<file path="src/tcce_pkg.sv">
`timescale 1ns / 1ps

package tcce_pkg;

    localparam int COLUMNS  = 80;
    localparam int ROWS     = 25;
    localparam int TAB_STOP = 4;

    localparam int CELLS  = COLUMNS * ROWS;
    localparam int CX_W   = $clog2(COLUMNS);
    localparam int RY_W   = $clog2(ROWS);
    localparam int ADDR_W = $clog2(CELLS);
    localparam int TPH_W  = $clog2(TAB_STOP);
    localparam int TCNT_W = $clog2(TAB_STOP + 1);

    localparam logic [RY_W:0] ROWS_X = (RY_W + 1)'(ROWS);

    localparam logic [7:0] RESET_COLOR = 8'h07;
    localparam logic [7:0] CH_NUL      = 8'h00;
    localparam logic [7:0] CH_TAB      = 8'h09;
    localparam logic [7:0] CH_LF       = 8'h0A;
    localparam logic [7:0] CH_CR       = 8'h0D;
    localparam logic [7:0] CH_SPACE    = 8'h20;

    localparam logic REG_DEFAULT_COLOR = 1'b0;

    typedef enum logic [1:0] {
        ACT_PUT,
        ACT_READ,
        ACT_CLEAR,
        ACT_NOP
    } t_action;

    typedef enum logic [2:0] {
        ST_CLEAR,
        ST_IDLE,
        ST_PUT,
        ST_SCROLL,
        ST_RDA,
        ST_RDD,
        ST_DONE
    } t_state;

    typedef struct packed {
        logic              we;
        logic              wr_color;
        logic [ADDR_W-1:0] waddr;
        logic [7:0]        wchr;
        logic [7:0]        wcol;
        logic [ADDR_W-1:0] raddr;
    } t_mem_req;

    function automatic logic [RY_W-1:0] phys_row(input logic [RY_W-1:0] row,
                                                 input logic [RY_W-1:0] top);
        logic [RY_W:0] s;
        s = {1'b0, row} + {1'b0, top};
        if (s >= ROWS_X) begin
            s = s - ROWS_X;
        end
        return s[RY_W-1:0];
    endfunction

    function automatic logic [ADDR_W-1:0] cell_addr(input logic [RY_W-1:0] row,
                                                    input logic [CX_W-1:0] col);
        return ADDR_W'(int'(row) * COLUMNS + int'(col));
    endfunction

endpackage

</file>
<file path="src/tcce_seq.sv">
`timescale 1ns / 1ps

module tcce_seq (
    input  logic                      i_clk,
    input  logic                      i_rst_n,
    input  logic                      i_valid,
    output logic                      o_ready,
    input  logic [1:0]                i_action,
    input  logic [7:0]                i_char_code,
    input  logic [6:0]                i_read_col,
    input  logic [4:0]                i_read_row,
    output logic                      o_valid,
    input  logic                      i_ready,
    output logic [6:0]                o_cursor_col,
    output logic [4:0]                o_cursor_row,
    output logic [10:0]               o_cursor_linear,
    output logic [7:0]                o_read_char,
    output logic [7:0]                o_read_color,
    input  logic [7:0]                i_default_color,
    output tcce_pkg::t_mem_req        o_mem,
    input  logic [7:0]                i_rd_chr,
    input  logic [7:0]                i_rd_col
);

    tcce_pkg::t_state r_state, n_state;

    logic [tcce_pkg::CX_W-1:0]   r_cx, n_cx;
    logic [tcce_pkg::RY_W-1:0]   r_cy, n_cy;
    logic [tcce_pkg::TPH_W-1:0]  r_tph, n_tph;
    logic [tcce_pkg::RY_W-1:0]   r_top, n_top;
    logic [tcce_pkg::ADDR_W-1:0] r_ptr, n_ptr;
    logic                        r_clr_rst, n_clr_rst;
    logic                        r_ov, n_ov;

    logic [tcce_pkg::TCNT_W-1:0] r_cnt, n_cnt;
    logic [7:0]                  r_chr, n_chr;
    logic [6:0]                  r_rc, n_rc;
    logic [4:0]                  r_rr, n_rr;
    logic [7:0]                  r_rch, n_rch;
    logic [7:0]                  r_rco, n_rco;
    logic [6:0]                  r_o_col, n_o_col;
    logic [4:0]                  r_o_row, n_o_row;
    logic [10:0]                 r_o_lin, n_o_lin;
    logic [7:0]                  r_o_rch, n_o_rch;
    logic [7:0]                  r_o_rco, n_o_rco;

    tcce_pkg::t_mem_req mem;
    logic               last_col;
    logic               last_row;
    logic               rd_ok;

    always_ff @(posedge i_clk) begin
        if (!i_rst_n) begin
            r_state   <= tcce_pkg::ST_CLEAR;
            r_cx      <= '0;
            r_cy      <= '0;
            r_tph     <= '0;
            r_top     <= '0;
            r_ptr     <= '0;
            r_clr_rst <= 1'b1;
            r_ov      <= 1'b0;
        end else begin
            r_state   <= n_state;
            r_cx      <= n_cx;
            r_cy      <= n_cy;
            r_tph     <= n_tph;
            r_top     <= n_top;
            r_ptr     <= n_ptr;
            r_clr_rst <= n_clr_rst;
            r_ov      <= n_ov;
        end
    end

    always_ff @(posedge i_clk) begin
        r_cnt   <= n_cnt;
        r_chr   <= n_chr;
        r_rc    <= n_rc;
        r_rr    <= n_rr;
        r_rch   <= n_rch;
        r_rco   <= n_rco;
        r_o_col <= n_o_col;
        r_o_row <= n_o_row;
        r_o_lin <= n_o_lin;
        r_o_rch <= n_o_rch;
        r_o_rco <= n_o_rco;
    end

    assign last_col = (r_cx == tcce_pkg::CX_W'(tcce_pkg::COLUMNS - 1));
    assign last_row = (r_cy == tcce_pkg::RY_W'(tcce_pkg::ROWS - 1));
    assign rd_ok    = (int'(i_read_col) < tcce_pkg::COLUMNS) &&
                      (int'(i_read_row) < tcce_pkg::ROWS);

    always_comb begin
        n_state   = r_state;
        n_cx      = r_cx;
        n_cy      = r_cy;
        n_tph     = r_tph;
        n_top     = r_top;
        n_ptr     = r_ptr;
        n_clr_rst = r_clr_rst;
        n_ov      = r_ov;
        n_cnt     = r_cnt;
        n_chr     = r_chr;
        n_rc      = r_rc;
        n_rr      = r_rr;
        n_rch     = r_rch;
        n_rco     = r_rco;
        n_o_col   = r_o_col;
        n_o_row   = r_o_row;
        n_o_lin   = r_o_lin;
        n_o_rch   = r_o_rch;
        n_o_rco   = r_o_rco;

        mem          = '0;
        mem.raddr    = tcce_pkg::cell_addr(
                           tcce_pkg::phys_row(tcce_pkg::RY_W'(r_rr), r_top),
                           tcce_pkg::CX_W'(r_rc));

        if (r_ov && i_ready) begin
            n_ov = 1'b0;
        end

        case (r_state)
            tcce_pkg::ST_CLEAR: begin
                mem.we       = 1'b1;
                mem.wr_color = 1'b1;
                mem.waddr    = r_ptr;
                mem.wchr     = tcce_pkg::CH_NUL;
                mem.wcol     = r_clr_rst ? tcce_pkg::RESET_COLOR : i_default_color;
                n_ptr        = r_ptr + 1'b1;
                if (r_ptr == tcce_pkg::ADDR_W'(tcce_pkg::CELLS - 1)) begin
                    n_ptr     = '0;
                    n_clr_rst = 1'b0;
                    n_state   = r_clr_rst ? tcce_pkg::ST_IDLE : tcce_pkg::ST_DONE;
                end
            end
            tcce_pkg::ST_IDLE: begin
                if (i_valid) begin
                    n_rc  = i_read_col;
                    n_rr  = i_read_row;
                    n_rch = 8'h00;
                    n_rco = 8'h00;
                    n_cnt = '0;
                    n_chr = i_char_code;
                    case (tcce_pkg::t_action'(i_action))
                        tcce_pkg::ACT_PUT: begin
                            case (i_char_code)
                                tcce_pkg::CH_LF: begin
                                    n_cx  = '0;
                                    n_tph = '0;
                                    if (last_row) begin
                                        n_state = tcce_pkg::ST_SCROLL;
                                    end else begin
                                        n_cy    = r_cy + 1'b1;
                                        n_state = tcce_pkg::ST_DONE;
                                    end
                                end
                                tcce_pkg::CH_CR: begin
                                    n_cx    = '0;
                                    n_tph   = '0;
                                    n_state = tcce_pkg::ST_DONE;
                                end
                                tcce_pkg::CH_TAB: begin
                                    n_chr   = tcce_pkg::CH_SPACE;
                                    n_cnt   = tcce_pkg::TCNT_W'(tcce_pkg::TAB_STOP -
                                                                int'(r_tph));
                                    n_state = tcce_pkg::ST_PUT;
                                end
                                default: begin
                                    n_cnt   = tcce_pkg::TCNT_W'(1);
                                    n_state = tcce_pkg::ST_PUT;
                                end
                            endcase
                        end
                        tcce_pkg::ACT_READ: begin
                            n_state = rd_ok ? tcce_pkg::ST_RDA : tcce_pkg::ST_DONE;
                        end
                        tcce_pkg::ACT_CLEAR: begin
                            n_cx    = '0;
                            n_cy    = '0;
                            n_tph   = '0;
                            n_top   = '0;
                            n_ptr   = '0;
                            n_state = tcce_pkg::ST_CLEAR;
                        end
                        default: begin
                            n_state = tcce_pkg::ST_DONE;
                        end
                    endcase
                end
            end
            tcce_pkg::ST_PUT: begin
                mem.we    = 1'b1;
                mem.waddr = tcce_pkg::cell_addr(tcce_pkg::phys_row(r_cy, r_top), r_cx);
                mem.wchr  = r_chr;
                n_cnt     = r_cnt - 1'b1;
                n_state   = (r_cnt == tcce_pkg::TCNT_W'(1)) ? tcce_pkg::ST_DONE
                                                            : tcce_pkg::ST_PUT;
                if (last_col) begin
                    n_cx  = '0;
                    n_tph = '0;
                    if (last_row) begin
                        n_state = tcce_pkg::ST_SCROLL;
                    end else begin
                        n_cy = r_cy + 1'b1;
                    end
                end else begin
                    n_cx  = r_cx + 1'b1;
                    n_tph = (r_tph == tcce_pkg::TPH_W'(tcce_pkg::TAB_STOP - 1)) ? '0
                                                                               : r_tph + 1'b1;
                end
            end
            tcce_pkg::ST_SCROLL: begin
                mem.we       = 1'b1;
                mem.wr_color = 1'b1;
                mem.waddr    = tcce_pkg::cell_addr(r_top, tcce_pkg::CX_W'(r_ptr));
                mem.wchr     = tcce_pkg::CH_NUL;
                mem.wcol     = i_default_color;
                n_ptr        = r_ptr + 1'b1;
                if (r_ptr == tcce_pkg::ADDR_W'(tcce_pkg::COLUMNS - 1)) begin
                    n_ptr   = '0;
                    n_top   = (r_top == tcce_pkg::RY_W'(tcce_pkg::ROWS - 1)) ? '0
                                                                             : r_top + 1'b1;
                    n_state = (r_cnt == '0) ? tcce_pkg::ST_DONE : tcce_pkg::ST_PUT;
                end
            end
            tcce_pkg::ST_RDA: begin
                n_state = tcce_pkg::ST_RDD;
            end
            tcce_pkg::ST_RDD: begin
                n_rch   = i_rd_chr;
                n_rco   = i_rd_col;
                n_state = tcce_pkg::ST_DONE;
            end
            tcce_pkg::ST_DONE: begin
                if (!r_ov || i_ready) begin
                    n_ov    = 1'b1;
                    n_o_col = 7'(r_cx);
                    n_o_row = 5'(r_cy);
                    n_o_lin = 11'(int'(r_cy) * tcce_pkg::COLUMNS + int'(r_cx));
                    n_o_rch = r_rch;
                    n_o_rco = r_rco;
                    n_state = tcce_pkg::ST_IDLE;
                end
            end
            default: begin
                n_state = tcce_pkg::ST_IDLE;
            end
        endcase
    end

    assign o_ready         = (r_state == tcce_pkg::ST_IDLE);
    assign o_valid         = r_ov;
    assign o_cursor_col    = r_o_col;
    assign o_cursor_row    = r_o_row;
    assign o_cursor_linear = r_o_lin;
    assign o_read_char     = r_o_rch;
    assign o_read_color    = r_o_rco;
    assign o_mem           = mem;

endmodule

</file>
<file path="config.mk">
export PLATFORM = sky130hd
export DESIGN_NAME = tcce_seq
export DESIGN_NICKNAME = d
export VERILOG_FILES = /design/src/tcce_pkg.sv /design/src/tcce_seq.sv
export SDC_FILE = /design/constraint.sdc
export NUM_CORES = 1
export LEC_CHECK = 0
export BUFFER_PORTS_ARGS = -buffer_cell sky130_fd_sc_hd__buf_2
export CAP_MARGIN = 10
export CORE_MARGIN = 4
export CORE_UTILIZATION = 45
export DETAILED_ROUTE_END_ITERATION = 16
export PLACE_DENSITY = 0.64
export SYNTH_ARGS = -nofsm -noshare
export SYNTH_HDL_FRONTEND = slang
export SYNTH_SLANG_ARGS = --single-unit
</file>
<file path="constraint.sdc">
create_clock -name i_clk -period 6.7 [get_ports i_clk]
set_clock_uncertainty 0.2 [all_clocks]
set_input_delay 0.67 -clock i_clk [delete_from_list [all_inputs] [get_ports i_clk]]
set_output_delay 0.67 -clock i_clk [all_outputs]
set_load 0.01 [all_outputs]
</file>
==> run_results.csv, run 1 <==
group,metric,value,unit
worst_setup_path,path_class,"reg -> out",
worst_setup_path,cpLargestDelayFamily,"adder cells",
worst_setup_path,cp.arrival,5330,ps
cts,clk_latency,350,ps
routing,viasPerCell,5.40,
die,chipWidth,130,µm
cts,cts_tree,"built",
worst_setup_path,critPathRequiredTime,5830,ps
final_layout,final_cells,961,
final_layout,fillers,1273,
sta,tightest_slew,922,ps
sta,fin_crit_sh,92.6,%
cts,cts_buffers,9,
worst_setup_path,cp_common_cell,"ha_1",
worst_setup_path,cp_slowest_stage_delay,540,ps
routing,wl,15.5,mm
worst_setup_path,path_max_fanout,8,
power_and_ir_drop,peakVddDrop,0.000143,V
sta,fmax,0.161,GHz
outcome,status,"complete, no violations",
worst_setup_path,cp_cell_sequence,"ha_1 -> inv_1 -> fa_1 -> ha_1 -> nand3b_1 -> nand4_1 -> a32o_1 -> a31oi_1 -> xnor2_1 -> ha_1 -> ha_1 -> inv_1 -> fa_1 -> nor2b_1 -> o21ai_0 -> or3b_2 -> o21ai_0 -> a2111oi_0 -> a221o_1 -> buf_2",
job,maxCapViolCount,0,
grt,grt_pass1_wl,24.4,mm
synth,synth-edff-count,74,
die,pin_count,131,
cts,clkSinkCount,109,
die,start_util,46.3,%
synth,syn_area,0.00675,mm²
synth,synth_area_leaders,"edfxtp_1 (33%), ha_1 (11%), dfxtp_1 (10%)",
synth,synth_seq_cells,109,
cts,clock_path_buffers,2,
power_and_ir_drop,finalPower,1280,µW
worst_setup_path,worst_setup_path_end_kind,"output pin",
sta,hold_viol,0,
sta,rsz0062_at_grt,"false",
placed_design,io_buffers,130,
synth,yosysWarningCount,0,
synth,postSynthCellCount,658,
final_layout,final_cell_mix,"buf_2 (130), edfxtp_1 (74), nor2_1 (65), ha_1 (61), inv_1 (39)",
routing,vias,5188,
worst_setup_path,cp_num_buf_inv,3,
hold_path,hold-path-cell-count,0,
placed_design,gp_congestion,0.880,
die,core-area,0.0146,mm²
synth,synth_top_cell_by_area,"edfxtp_1",
power_and_ir_drop,p_leak,0.00347,µW
final_layout,final_nets,893,
cts,clk_pin_slew_worst_paths,80,ps
routing,drc,0,
synth,synth-async-reset-ratio,0,%
worst_setup_path,slowest_stage,"dfxtp_1",
routing,drt-pass1-iter-count,5,
synth,synth.avg_cell_area,10.3,µm²
die,rows,44,
sta,setup_violations,0,
synth,synth.top_cell.area_share,32.9,%
cts,cts_resized,0,
routing,wl_per_cell,16.1,µm
final_layout,drive_above_1_share,21.1,%
synth,synth_cell_types,64,
worst_setup_path,crit_path_start_kind,"flip-flop",
placed_design,place_hpwl,12.1,mm
die,fp.dieH,130,µm
grt,grtUsageTotal,17.9,%
synth,syn_nets,779,
cts,cts-root-buf,"clkbuf_16",
grt,grt.overflow.total,0,
sta,setup_tns,0,ps
die,die_area,0.0170,mm²
cts,cts_hold_buf,0,
routing,route.antenna.remaining_nets,0,
grt,grt_pass1_vias,4931,
final_layout,areaGrowthSynthToFinish,15.6,%
sta,slew_viol_final,0,
cts,postCtsSetupBuffers,0,
final_layout,final_common_cell,"buf_2",
cts,cts_max_level,3,
synth,yosysSeqAreaShare,43.3,%
final_layout,diodes,0,
power_and_ir_drop,p_per_area,165,mW/mm²
sta,hold_slack,218,ps
routing,initialDrtViolationCount,362,
hold_path,min_path_type,"reg -> reg",
sta,max_slew_margin,38.5,%
synth,synth_flop_cell,"edfxtp_1",
grt,antenna_found_initial,1,
worst_setup_path,cp_num_cells,20,
worst_setup_path,rr_worst_depth,6,
grt,grt_max_degree,44,
placed_design,placed_cells,945,
sta,min_period,6200,ps
registers in the layout, summed over array words and instances, names as in the netlist:
register / cells
r_rch: 8
r_cy: 5
r_rc: 7
r_clr_rst: 1
r_tph: 2
o_valid: 1
r_ptr: 11
o_cursor_col: 7
r_cx: 7
o_cursor_row: 5
r_rr: 5
r_rco: 8
o_read_color: 8
r_chr: 8
o_read_char: 8
r_cnt: 3
r_top: 5
o_cursor_linear: 7
r_state: 3
worst paths after layout:
| path | endpoint | slack (ps) | from |
|---|---|---|---|
| worst min-delay path | o_read_char[7] | 220 | r_rch[7] |
| worst max-delay path | o_mem[37] | 500 | r_top[0] |
| worst max register to register | r_cx[6] | 3520 | r_state[0] |
| worst min register to register | o_read_char[7] | 220 | r_rch[7] |
report_power, final:
group          leakage (µW)  internal (µW)  switching [µW]
registers          0.000948            712            2.11
clock network      0.000143            293             241
logic               0.00238           17.6            18.6
total               0.00347           1020             262
per-layer routing:
| layer | track usage (%) | vias up | part of all wire, % |
|---|---|---|---|
| met5 | 0 | - | 0.13 |
| met2 | 29.3 | 142 | 46 |
| met1 | 25.1 | 2448 | 46 |
| li1 | - | 2578 | - |
| met4 | 5.63 | 2 | 1.5 |
| met3 | 2.11 | 18 | 6.0 |
per-stage QoR:
step / setup slack, ps / cell area (µm²) / util [%]
5_1_grt: 174 / 7800 / 53.5
3_5_place_dp: 882 / 7510 / 51.5
2_1_floorplan: 1480 / 6750 / -
6_report: 495 / 7800 / 53.5
3_3_place_gp: 1070 / 7510 / 51.5
4_1_cts: 479 / 7800 / 53.5
Yosys cell counts (3+ instances only):
cell type   n
and4b_1     3
fa_1       10
a21oi_1    31
buf_4       9
clkbuf_1   17
and3_1     31
xnor2_1    27
nor4_1      3
nor4bb_1    3
nand3_1     7
nor3_1      3
o22a_1      3
ha_1       61
or2_2       5
dfxtp_1    35
nor2_1     65
a211oi_1    3
a22oi_1     5
nand2_1    38
inv_1      39
xor2_1     26
nand4b_1    3
and2_1     10
o21ai_0    21
nand4_1    10
o21a_1      8
mux2i_1     8
a21o_1     14
nor2b_1    17
or3_1       6
nor3b_1     4
o211ai_1    3
buf_2       5
nand2b_1    6
a31oi_1     6
o22ai_1     4
edfxtp_1   74
final cells by class:
| cell class | instances | area (µm²) | area share (%) |
|---|---|---|---|
| well taps | 184 | 230 | 2.95 |
| clock buffers | 10 | 229 | 2.93 |
| multi-input cells | 478 | 3520 | 45.1 |
| clock inverters | 6 | 68.8 | 0.882 |
| flip-flops and latches | 109 | 2920 | 37.4 |
| repair buffers | 135 | 688 | 8.82 |
| inverters | 39 | 146 | 1.88 |
cells by family (layout without fill, tap and decap cells):
group                      count (synthesis)  in the layout  share of synthesized area (%)
and+or+nand+nor                          224            224                           17.6
AOI/OAI and AO/OA                        120            120                           11.9
DFF                                      109            109                           43.3
adders and majority gates                 71             71                           14.3
buffers and inverters                     71            190                           4.54
muxes                                     10             10                           1.52
xor gates and xnor gates                  53             53                           6.88
No activity file was read; power rests on OpenSTA's default activity.
==> inputs of run 2 (changes only) <==
Settings changed: CORE_UTILIZATION 45 to 35, PLACE_DENSITY 0.64 to 0.52.
==> run_results.csv, run 2 (synthesized netlist as in run 1, its figures left out) <==
group,metric,value,unit
grt,grt_max_degree,37,
hold_path,min_path_type,"reg -> reg",
cts,cts_hold_buf,0,
placed_design,io_buffers,130,
worst_setup_path,path_max_fanout,8,
routing,drt-pass1-iter-count,5,
sta,tightest_slew,953,ps
worst_setup_path,crit_path_start_kind,"flip-flop",
routing,wl_per_cell,16.1,µm
final_layout,final_common_cell,"buf_2",
routing,vias,5220,
sta,slew_viol_final,0,
die,fp.dieH,147,µm
routing,viasPerCell,5.03,
die,pin_count,131,
die,chipWidth,147,µm
sta,min_period,6190,ps
sta,max_slew_margin,36.5,%
die,die_area,0.0216,mm²
final_layout,largest_reg_flops,11,
die,core-area,0.0188,mm²
worst_setup_path,critPathRequiredTime,5830,ps
final_layout,areaGrowthSynthToFinish,17.3,%
cts,clock_path_buffers,2,
power_and_ir_drop,finalPower,1310,µW
die,start_util,35.8,%
grt,grt.overflow.total,0,
outcome,status,"complete, no violations",
cts,cts_max_level,3,
final_layout,final_nets,893,
job,maxCapViolCount,0,
cts,clk_pin_slew_worst_paths,80,ps
worst_setup_path,path_class,"reg -> out",
power_and_ir_drop,p_per_area,165,mW/mm²
power_and_ir_drop,peakVddDrop,0.000119,V
sta,fmax,0.162,GHz
final_layout,top_register,"r_ptr",
cts,postCtsSetupBuffers,0,
grt,grt_pass1_wl,26.7,mm
sta,hold_viol,0,
final_layout,final_cell_mix,"buf_2 (130), edfxtp_1 (74), nor2_1 (65), ha_1 (61), inv_1 (39)",
final_layout,drive_above_1_share,21.2,%
die,rows,50,
cts,clk_latency,350,ps
sta,setup_violations,0,
power_and_ir_drop,p_leak,0.00347,µW
routing,route.antenna.remaining_nets,0,
final_layout,diodes,0,
placed_design,place_hpwl,13.1,mm
worst_setup_path,cp.arrival,5320,ps
routing,initialDrtViolationCount,289,
final_layout,fillers,1840,
routing,wl,16.7,mm
worst_setup_path,worst_setup_path_end_kind,"output pin",
cts,cts-root-buf,"clkbuf_16",
grt,grt_pass1_vias,5115,
grt,grtUsageTotal,15.3,%
cts,cts_buffers,9,
cts,clkSinkCount,109,
routing,drc,0,
cts,cts_tree,"built",
sta,fin_crit_sh,92.4,%
placed_design,gp_congestion,0.824,
sta,setup_tns,0,ps
grt,antenna_found_initial,0,
sta,rsz0062_at_grt,"false",
cts,cts_resized,0,
run 2: cell count changes in the layout (fill, tap and decap cells not counted):
cell,change
clkbuf_1,-1
clkinv_2,-1
clkinv_4,-1
clkinv_8,+1
clkinvlp_4,+1
inv_8,+1
run 2: final cells by class:
class,instances,area (µm²),area share [%]
Clock buffer,9,225,2.84
Clock inverter,7,90.1,1.14
Inverter,39,146,1.85
Multi-Input combinational cell,478,3520,44.5
Sequential cell,109,2920,36.9
Tap cell,260,325,4.11
Timing Repair Buffer,135,688,8.69
run 2: path summary, 6_finish.rpt:
path | startpoint | endpoint | slack [ps] | cells past startpoint
hold / removal | r_rch[5] | o_read_char[5] | 220 | 0
hold reg to reg | r_rch[5] | o_read_char[5] | 220 | 0
setup reg to reg | r_state[0] | r_cx[4] | 3530 | 6
setup / recovery | r_top[0] | o_mem[37] | 510 | 20
run 2: per-layer routing:
| metal | vias to the layer above | global-route usage, % | part of all wire, % |
|---|---|---|---|
| li1 | 2578 | - | - |
| met1 | 2483 | 21.1 | 47 |
| met2 | 144 | 25.1 | 47 |
| met3 | 15 | 2.34 | 4.6 |
| met4 | 0 | 4.00 | 1.4 |
| met5 | - | 0 | 0 |
run 2: where the power goes:
part / switching (µW) / total, µW / internal (µW)
registers: 2.00 / 714 / 712
logic: 18.5 / 36.0 / 17.6
clock network: 260 / 559 / 299
run 2: critical path, cell delays in order (launching register included):
cell and delay [ps]:
dfxtp_1 530, ha_1 240, inv_1 50, fa_1 520
ha_1 260, nand3b_1 120, o2111ai_1 140, a32o_1 300
a31oi_1 200, xnor2_1 190, ha_1 270, ha_1 210
inv_1 70, fa_1 450, nor2b_1 140, o21ai_0 150
or3b_2 460, o21ai_0 110, a2111oi_0 100, a221o_1 310
buf_2 150
run 2: metrics by stage:
| step | instances | util, % | hold slack [ps] | worst slack (ps) | cell area, µm² |
|---|---|---|---|---|---|
| global placement | 1021 | 40.4 | 201 | 1070 | 7600 |
| floorplan | 658 | - | 200 | 1480 | 6750 |
| detailed placement | 1021 | 40.4 | 205 | 913 | 7600 |
| global route | 1037 | 42.0 | 225 | 179 | 7920 |
| finish | 1037 | 42.0 | 221 | 509 | 7920 |
| CTS | 1037 | 42.0 | 223 | 507 | 7920 |
